==> src/dgs_pkg.sv <==
// ----------------------------------------------------------------------------
// dgs_pkg: shared types and codes of the directed graph store
// Command, status and update codes, and the probe flags that run down the
// chain of node cells.
// ----------------------------------------------------------------------------
package dgs_pkg;

	localparam logic [2:0] CMD_ADD_NODE = 3'd0;
	localparam logic [2:0] CMD_DEL_NODE = 3'd1;
	localparam logic [2:0] CMD_ADD_EDGE = 3'd2;
	localparam logic [2:0] CMD_DEL_EDGE = 3'd3;
	localparam logic [2:0] CMD_FIND     = 3'd4;

	localparam logic [1:0] ST_DONE      = 2'd0;
	localparam logic [1:0] ST_NOT_FOUND = 2'd1;
	localparam logic [1:0] ST_FULL      = 2'd2;
	localparam logic [1:0] ST_DUP       = 2'd3;

	// update applied to all cells in the same cycle
	localparam logic [2:0] AP_NONE     = 3'd0;
	localparam logic [2:0] AP_ADD_NODE = 3'd1;
	localparam logic [2:0] AP_DEL_NODE = 3'd2;
	localparam logic [2:0] AP_ADD_EDGE = 3'd3;
	localparam logic [2:0] AP_DEL_EDGE = 3'd4;

	typedef struct packed {
		logic found_s;
		logic found_t;
		logic found_free;
	} probe_t;

	typedef struct packed {
		logic [2:0] op;
		logic [7:0] key;
	} apply_t;

endpackage

==> src/dgs_cell.sv <==
// ----------------------------------------------------------------------------
// dgs_cell: one node slot of the graph store
// Holds key, valid bit and adjacency row; merges its match into the probe
// from its left neighbor and registers it for the right neighbor.
// ----------------------------------------------------------------------------
module dgs_cell #(
	parameter int NODES = 16,
	localparam int IW = $clog2(NODES)
) (
	input  logic            clk,
	input  logic            arst_n,
	input  logic [IW-1:0]   index,
	input  logic [7:0]      node_key,
	input  logic [7:0]      target_key,
	input  dgs_pkg::probe_t probe_in,
	input  logic [IW-1:0]   s_in,
	input  logic [IW-1:0]   t_in,
	input  logic [IW-1:0]   f_in,
	output dgs_pkg::probe_t probe_out,
	output logic [IW-1:0]   s_out,
	output logic [IW-1:0]   t_out,
	output logic [IW-1:0]   f_out,
	input  dgs_pkg::apply_t apply,
	input  logic [IW-1:0]   apply_s,
	input  logic [IW-1:0]   apply_dst
);
	import dgs_pkg::*;

	logic [7:0]       key_q;
	logic             valid_q;
	logic [NODES-1:0] row_q;

	logic             valid_d;
	logic [NODES-1:0] row_d;
	logic             key_we;
	logic             hit;
	logic             match_s;
	logic             match_t;

	assign match_s = valid_q && (key_q == node_key);
	assign match_t = valid_q && (key_q == target_key);
	assign hit     = (index == apply_s);

	always_comb begin
		valid_d = valid_q;
		row_d   = row_q;
		key_we  = 1'b0;
		unique case (apply.op)
			AP_NONE: begin
			end
			AP_ADD_NODE: begin
				if (hit) begin
					valid_d = 1'b1;
					row_d   = '0;
					key_we  = 1'b1;
				end
			end
			AP_DEL_NODE: begin
				// drop the edge into the freed slot, and the slot's own row
				row_d[apply_s] = 1'b0;
				if (hit) begin
					row_d   = '0;
					valid_d = 1'b0;
				end
			end
			AP_ADD_EDGE: begin
				if (hit) begin
					row_d[apply_dst] = 1'b1;
				end
			end
			AP_DEL_EDGE: begin
				if (hit) begin
					row_d[apply_dst] = 1'b0;
				end
			end
			default: begin
			end
		endcase
	end

	always_ff @(posedge clk or negedge arst_n) begin
		if (!arst_n) begin
			valid_q   <= 1'b0;
			row_q     <= '0;
			probe_out <= '0;
		end else begin
			valid_q              <= valid_d;
			row_q                <= row_d;
			probe_out.found_s    <= probe_in.found_s | match_s;
			probe_out.found_t    <= probe_in.found_t | match_t;
			probe_out.found_free <= probe_in.found_free | !valid_q;
		end
	end

	// first hit from the left wins
	always_ff @(posedge clk) begin
		s_out <= probe_in.found_s ? s_in : index;
		t_out <= probe_in.found_t ? t_in : index;
		f_out <= probe_in.found_free ? f_in : index;
		if (key_we) begin
			key_q <= apply.key;
		end
	end

endmodule

==> src/directed_graph_store_unit.sv <==
// ----------------------------------------------------------------------------
// directed_graph_store_unit: directed graph adjacency store
// Keeps up to MAX_NODES nodes, named by 8-bit keys, with one adjacency row
// per slot. A command word is taken when start is high and busy is low; the
// unit then stays busy through the scan and decide states and presents one
// result word (status, slot) when busy falls, with done high for one cycle.
// The receiver cannot stall: sample status and slot whenever done is high.
// A new command word may be issued in the same cycle that done is high.
// The scan is the probe that walks the chain of node cells, one cell per
// cycle, to find the source, the target and the lowest free slot; the
// update then reaches every cell at once. Add node takes the lowest free
// slot, refuses a key already present (status 3) before it refuses a full
// table (status 2); delete node also clears every edge that points to the
// node. The slot field is zero whenever status is nonzero.
// ----------------------------------------------------------------------------
module directed_graph_store_unit #(
	parameter int MAX_NODES = 16
) (
	input  logic       clk,
	input  logic       arst_n,
	input  logic       start,
	output logic       busy,
	input  logic [2:0] cmd,
	input  logic [7:0] node_key,
	input  logic [7:0] target_key,
	output logic       done,
	output logic [1:0] status,
	output logic [3:0] slot
);
	import dgs_pkg::*;

	localparam int IW = $clog2(MAX_NODES);
	localparam int EW = (IW > 4) ? IW : 4;

	localparam logic [1:0] S_IDLE   = 2'd0;
	localparam logic [1:0] S_SCAN   = 2'd1;
	localparam logic [1:0] S_DECIDE = 2'd2;

	logic [1:0]    state_q;
	logic [IW-1:0] cnt_q;
	logic [2:0]    cmd_q;
	logic [7:0]    key_q;
	logic [7:0]    tkey_q;
	logic          done_q;
	logic [1:0]    status_q;
	logic [3:0]    slot_q;

	// probe chain: entry 0 is the empty probe, entry MAX_NODES the final one
	probe_t        chain_flags [0:MAX_NODES];
	logic [IW-1:0] chain_s     [0:MAX_NODES];
	logic [IW-1:0] chain_t     [0:MAX_NODES];
	logic [IW-1:0] chain_f     [0:MAX_NODES];

	apply_t        apply;
	logic [IW-1:0] apply_s;
	logic [IW-1:0] apply_dst;
	logic [1:0]    status_d;
	logic [IW-1:0] slot_idx_d;
	logic [EW-1:0] slot_ext;
	probe_t        fin;

	assign chain_flags[0] = '0;
	assign chain_s[0]     = '0;
	assign chain_t[0]     = '0;
	assign chain_f[0]     = '0;

	genvar g;
	generate
		for (g = 0; g < MAX_NODES; g++) begin : g_cell
			dgs_cell #(.NODES(MAX_NODES)) u_cell (
				.clk        (clk),
				.arst_n     (arst_n),
				.index      (IW'(g)),
				.node_key   (key_q),
				.target_key (tkey_q),
				.probe_in   (chain_flags[g]),
				.s_in       (chain_s[g]),
				.t_in       (chain_t[g]),
				.f_in       (chain_f[g]),
				.probe_out  (chain_flags[g+1]),
				.s_out      (chain_s[g+1]),
				.t_out      (chain_t[g+1]),
				.f_out      (chain_f[g+1]),
				.apply      (apply),
				.apply_s    (apply_s),
				.apply_dst  (apply_dst)
			);
		end
	endgenerate

	assign fin = chain_flags[MAX_NODES];

	// Decide the outcome from the final probe; the update goes out only in
	// the decide cycle, so every cell sees it at the same edge.
	always_comb begin
		status_d   = ST_DONE;
		slot_idx_d = '0;
		apply.op   = AP_NONE;
		apply.key  = key_q;
		apply_s    = chain_s[MAX_NODES];
		apply_dst  = chain_t[MAX_NODES];
		unique case (cmd_q)
			CMD_ADD_NODE: begin
				if (fin.found_s) begin
					status_d = ST_DUP;
				end else if (!fin.found_free) begin
					status_d = ST_FULL;
				end else begin
					apply.op   = AP_ADD_NODE;
					apply_s    = chain_f[MAX_NODES];
					slot_idx_d = chain_f[MAX_NODES];
				end
			end
			CMD_DEL_NODE: begin
				if (!fin.found_s) begin
					status_d = ST_NOT_FOUND;
				end else begin
					apply.op   = AP_DEL_NODE;
					slot_idx_d = chain_s[MAX_NODES];
				end
			end
			CMD_ADD_EDGE, CMD_DEL_EDGE: begin
				if (!(fin.found_s && fin.found_t)) begin
					status_d = ST_NOT_FOUND;
				end else begin
					apply.op   = (cmd_q == CMD_ADD_EDGE) ? AP_ADD_EDGE : AP_DEL_EDGE;
					slot_idx_d = chain_s[MAX_NODES];
				end
			end
			CMD_FIND: begin
				if (!fin.found_s) begin
					status_d = ST_NOT_FOUND;
				end else begin
					slot_idx_d = chain_s[MAX_NODES];
				end
			end
			default: begin
			end
		endcase
		// hold off the update outside the decide cycle
		if (state_q != S_DECIDE) begin
			apply.op = AP_NONE;
		end
	end

	assign slot_ext = EW'(slot_idx_d);

	// Sequencer: latch the command word, let the probe walk the chain of cells
	// in the scan state, then decide and present the result word.
	always_ff @(posedge clk or negedge arst_n) begin
		if (!arst_n) begin
			state_q <= S_IDLE;
			cnt_q   <= '0;
			done_q  <= 1'b0;
		end else begin
			done_q <= (state_q == S_DECIDE);
			unique case (state_q)
				S_IDLE: begin
					if (start) begin
						state_q <= S_SCAN;
						cnt_q   <= '0;
					end
				end
				S_SCAN: begin
					if (cnt_q == IW'(MAX_NODES - 1)) begin
						state_q <= S_DECIDE;
					end else begin
						cnt_q <= cnt_q + 1'b1;
					end
				end
				S_DECIDE: begin
					state_q <= S_IDLE;
				end
				default: begin
					state_q <= S_IDLE;
				end
			endcase
		end
	end

	// command and result payload
	always_ff @(posedge clk) begin
		if (state_q == S_IDLE && start) begin
			cmd_q  <= cmd;
			key_q  <= node_key;
			tkey_q <= target_key;
		end
		if (state_q == S_DECIDE) begin
			status_q <= status_d;
			slot_q   <= slot_ext[3:0];
		end
	end

	assign busy   = (state_q != S_IDLE);
	assign done   = done_q;
	assign status = status_q;
	assign slot   = slot_q;

`ifndef SYNTH
	a_done_after_decide: assert property (@(posedge clk) disable iff (!arst_n)
		done |-> $past(state_q == S_DECIDE))
		else $error("result word without a decide cycle");

	a_accept_goes_busy: assert property (@(posedge clk) disable iff (!arst_n)
		(start && !busy) |=> (busy && state_q == S_SCAN))
		else $error("accepted command did not start a scan");

	a_scan_leads_on: assert property (@(posedge clk) disable iff (!arst_n)
		(state_q == S_SCAN) |=> (state_q == S_SCAN || state_q == S_DECIDE))
		else $error("scan left without deciding");

	a_slot_zero_on_error: assert property (@(posedge clk) disable iff (!arst_n)
		(done && status != ST_DONE) |-> (slot == 4'd0))
		else $error("nonzero slot with an error status");
`endif

endmodule
==> config.mk <==
export PLATFORM = sky130hd
export DESIGN_NAME = directed_graph_store_unit
export DESIGN_NICKNAME = d
export VERILOG_FILES = /design/src/dgs_pkg.sv /design/src/dgs_cell.sv /design/src/directed_graph_store_unit.sv
export SDC_FILE = /design/constraint.sdc
export NUM_CORES = 1
export LEC_CHECK = 0
export BUFFER_PORTS_ARGS = -buffer_cell sky130_fd_sc_hd__buf_4
export CAP_MARGIN = 20
export CELL_PAD_IN_SITES_DETAIL_PLACEMENT = 1
export CELL_PAD_IN_SITES_GLOBAL_PLACEMENT = 2
export CORE_MARGIN = 2
export CORE_UTILIZATION = 34
export CTS_CLUSTER_DIAMETER = 50
export DETAILED_ROUTE_END_ITERATION = 7
export PLACE_DENSITY = 0.64
export SLEW_MARGIN = 20
export SYNTH_ARGS = -nofsm -noshare
export SYNTH_HDL_FRONTEND = slang
export SYNTH_HIERARCHICAL = 1
export SYNTH_SLANG_ARGS = --single-unit
==> constraint.sdc <==
create_clock -name clk -period 2.6 [get_ports clk]
set_clock_uncertainty 0.05 [all_clocks]
set_input_delay 0.39 -clock clk [delete_from_list [all_inputs] [get_ports clk]]
set_output_delay 0.39 -clock clk [all_outputs]
set_load 0.005 [all_outputs]
---- After elaboration in Yosys (flattened, before gate mapping) ----
Cells that the tools add are included.
W data, S select, Z words.
word-level totals
  word-level logic and storage cells ...... 438
  output and inout bits ................... 8
  bits of input ports ..................... 22
  register bits ........................... 322
cells by class
  $add $sub $neg .......................... 1
  reductions and logical operators ........ 76
  mux-type cells .......................... 106
  bitwise gates (word level) .............. 45
  eq/ne operators ......................... 92
operators by type and width
  cell                   number
  $eq A8 B8 Y1           32
  $mux W1                68
  $ne A2 B1 Y1 const B   32
  $reduce_and A3 Y1      17
  $or A1 B1 Y1           45
  $mux W4                9
  $logic_and A1 B1 Y1    34
  $eq A4 B4 Y1 const A   8
  $pmux W1 S2            16
  $eq A3 B4 Y1 const A   4
  $logic_not A1 Y1       16
  $pmux W4 S3            1
  $mux W2                5
  $eq A3 B2 Y1 const B   3
  $mux W3                3
  $pmux W3 S3            1
  $eq A2 B4 Y1 const A   2
  $ne A2 B2 Y1 const B   4
  $pmux W4 S2            1
  $eq A3 B1 Y1 const B   2
  $pmux W2 S3            1
  $reduce_bool A2 Y1     3
  $add A4 B1 Y4 const B  1
  $eq A1 B4 Y1 const A   1
  10 further kinds       11

---- Depth between registers and ports, before layout ----
  depth after elaboration ................. 8
  mapped depth ............................ 9
  gate-level depth less buffers ........... 7

---- Cells and area by module ----
Netlist, hierarchy kept.
by module, submodules not included
  module                     seq. area each (sq um)  cells each  times used  area each (sq um)
  dgs_cell                   580.6                   70          16          991.0
  directed_graph_store_unit  925.9                   92          1           1355.0

---- Worst setup path before layout ----
Ideal clock, no wire load.
  path kind ............................... register to register
  start point ............................. register cmd_q[2]
  end point ............................... register g_cell[0].u_cell.valid_q
  arrival time ............................ 2.592 ns
  cell stages (with the launch flop) ...... 7
  path buffers ............................ 1
  clock period less this slack ............ 2.766 ns
  path slack .............................. -0.166 ns
  library setup time ...................... 0.124 ns
  required time ........................... 2.426 ns
  cell sequence ........................... edfxtp_1 -> clkbuf_2 -> nand4b_1 -> nor4_1 -> nor2_1 -> and4b_4 -> a211o_1
RTL lines
  what                      RTL line                          RTL
  start: declaration        directed_graph_store_unit.sv:41   logic [2:0] cmd_q;
  start signal: assignment  directed_graph_store_unit.sv:184  cmd_q <= cmd;
  end signal: assignment    dgs_cell.sv:87                    valid_q <= valid_d;
  end: declaration          dgs_cell.sv:30                    logic valid_q;

---- Worst setup path in the final report ----
  start point ............................. register g_cell[15].u_cell/probe_out[2] (netlist bit)
  end point ............................... register g_cell[12].u_cell.key_q[3], enable pin
on the way
  word-level cells in the longest chain between the ends .. 6
  elaborated cells between the ends (all ways) .. 12
  classes of those cells .................. eq/ne: 2; mux: 9; reduce/logical: 1
RTL lines
  what                          RTL line                          RTL
  start: declaration            dgs_cell.sv:19                    output dgs_pkg::probe_t probe_out,
  $logic_and A1 B1 Y1           directed_graph_store_unit.sv:123  if (!(fin.found_s && fin.found_t)) begin
  $mux W3                       directed_graph_store_unit.sv:123
  $pmux W3 S3                   directed_graph_store_unit.sv:102  unique case (cmd_q)
  $mux W3                       directed_graph_store_unit.sv:141  if (state_q != S_DECIDE) begin
  $eq A3 B1 Y1                  dgs_cell.sv:48                    unique case (apply.op)
  $mux W1 *                     dgs_cell.sv:48
  via g_cell[12].u_cell.key_we  dgs_cell.sv:35                    logic key_we;
  end signal: assignment        dgs_cell.sv:101                   key_q <= apply.key;
  end: declaration              dgs_cell.sv:29                    logic [7:0] key_q;
Mark *: on every way through the listed nets, which the timed path passes. The rest lies on a longest branch.
A chain may end at the register's enable or synchronous reset.

==> out/results.tsv <==
metric	value	unit
end_kind	flip-flop	
fin_crit	2480	ps
critical_path_class	flip-flop to flip-flop	
worstMarginPinSlew	875	ps
cp.arrival	2700	ps
avgSynthCellArea	14.0	µm²
path_max_fanout	9	
drv_slew	0	
fill_cells	4624	
drt-wirelength-per-cell	18.3	µm
die_area	46400	µm²
max-slew-margin-rel	0.417	
power_density	768	nW/µm²
hpwl	22900	µm
rows	77	
crit_required	2820	ps
drive_above_1_share	0.126	
grtUsageTotal	0.165	
core	44200	µm²
dp_cells	1940	
fin_hold_ws	139	ps
fmax	0.403	GHz
postPlaceCellArea	17200	µm²
avgViaCountPerCell	4.47	
first_pass_iters	4	
start_util	0.344	
min_path_type	input port to asynchronous set/reset pin	
overflow	0	
ctsHtreeMaxLevel	2	
final_common_cell	xor2_1	
max_cap_violations	0	
hold_violations	0	
timing.rr.start	g_cell[15].u_cell/probe_out[2]	
place_congestion	0.744	
num_antenna_cells	0	
fin_tns_setup	0	ps
r2r_cells	6	
critPathLaunch	g_cell[15].u_cell/probe_out[2]	
die_h	215	µm
start_kind	flip-flop	
mostFrequentLayoutCells	xor2_1, conb_1, edfxtp_1, mux2_1, dfxtp_1	
cts_root_buf	clkbuf_16	
cts.sinks	352	
ant_nets	0	
cts_tree	done	
synthCells	1084	
r2r_slack	120	ps
ys_warn_count	6	
area_growth	25.1	%
totalWireLength	37600	µm
stdcell_count	2055	
grt_max_degree	40	
irDropWorstVdd	0.554	mV
netlist_area	15200	µm²
first_global_vias	9806	
io_buffers	29	
design_area	19000	µm²
outcome	completed	
drcViolationCount	0	
cts_buffers	45	
boundaryPins	30	
final-setup-viol-count	0	
cp-endpoint	g_cell[12].u_cell/key_q[3]	
min_period_over_period	0.955	
regToRegEndpoint	g_cell[12].u_cell/key_q[3]	
grt_pass1_wl	57900	µm
final_nets	1449	
fp.dieW	215	µm
power_leakage	7.61	nW
drt_iter0_markers	303	
cts.clk_slew.worst_paths	60	ps
clk_latency	570	ps
final_util	0.430	
rsz0062_at_grt	false	
routed-via-count	9192	
clk_path_buf_depth	3	
antenna_found_initial	0	
[layer usage]
layer | share of wire | GRT usage
met1 | 0.47 | 0.216
met2 | 0.48 | 0.277
met5 | 0 | 0
met4 | 0.028 | 0.0589
met3 | 0.027 | 0.0252
[critical path, cell delays in order, from the launching register on]
cell and delay [ps]:
dfrtp_1 380, nor2b_2 140, and3b_2 350, mux2_2 500, xor2_1 190, nor3_2 220
and4b_4 350
[per-stage QoR]
| step | setup slack (ps) | power, mW |
|---|---|---|
| 3_3_place_gp | 56.7 | 8.49 |
| 5_1_grt | 6.31 | 15.3 |
| 2_1_floorplan | 228 | 7.79 |
| 6_report | 116 | 14.6 |
| 4_1_cts | 93.6 | 14.8 |
| 3_5_place_dp | 16.3 | 8.52 |
[worst min-delay path by stage]
stage	to	slack (ps)	depth (start not counted)
after floorplan	cnt_q[0]	40	0
after global placement	g_cell[12].u_cell/probe_out[0]	190	1
after detailed placement	g_cell[12].u_cell/probe_out[0]	190	1
after CTS	g_cell[10].u_cell/probe_out[1]	110	2
after global routing	g_cell[10].u_cell/probe_out[1]	130	2
final	g_cell[10].u_cell/probe_out[1]	140	2
[timing repair]
item | CTS | global route
gates resized for setup | 1 | 1
hold buffers | 20 | 0
cloned | 0 | 3
endpoints found under the hold margin | 90 | 0
setup buffers | 0 | 8
pin swaps | 0 | 2
endpoints found under the setup margin | 7 | 69
[sequential cells by signal (all words and copies together), names as in the netlist]
| register | cells |
|---|---|
| g_cell.u_cell/key_q | 128 |
| g_cell.u_cell/f_out | 64 |
| g_cell.u_cell/s_out | 64 |
| g_cell.u_cell/probe_out | 48 |
| g_cell.u_cell/valid_q | 16 |
| key_q | 8 |
| tkey_q | 8 |
| cnt_q | 4 |
| slot | 4 |
| cmd_q | 3 |
| state_q | 2 |
| status | 2 |
| done | 1 |
[power breakdown]
part | switching [mW] | internal [mW] | total (mW)
clock | 2.42 | 3.72 | 6.15
sequential | 0.263 | 6.23 | 6.49
combinational | 1.16 | 0.811 | 1.97
[cell type report]
class,instances,area (µm²),share of cell area
Clock buffer,64,1300,0.0683
Clock inverter,20,206,0.0108
Inverter,21,78.8,0.00414
Multi-Input combinational cell,920,7000,0.368
Sequential cell,352,8930,0.469
Tap cell,592,741,0.0389
Timing Repair Buffer,86,771,0.0405
(Power assumes the default switching activity.)
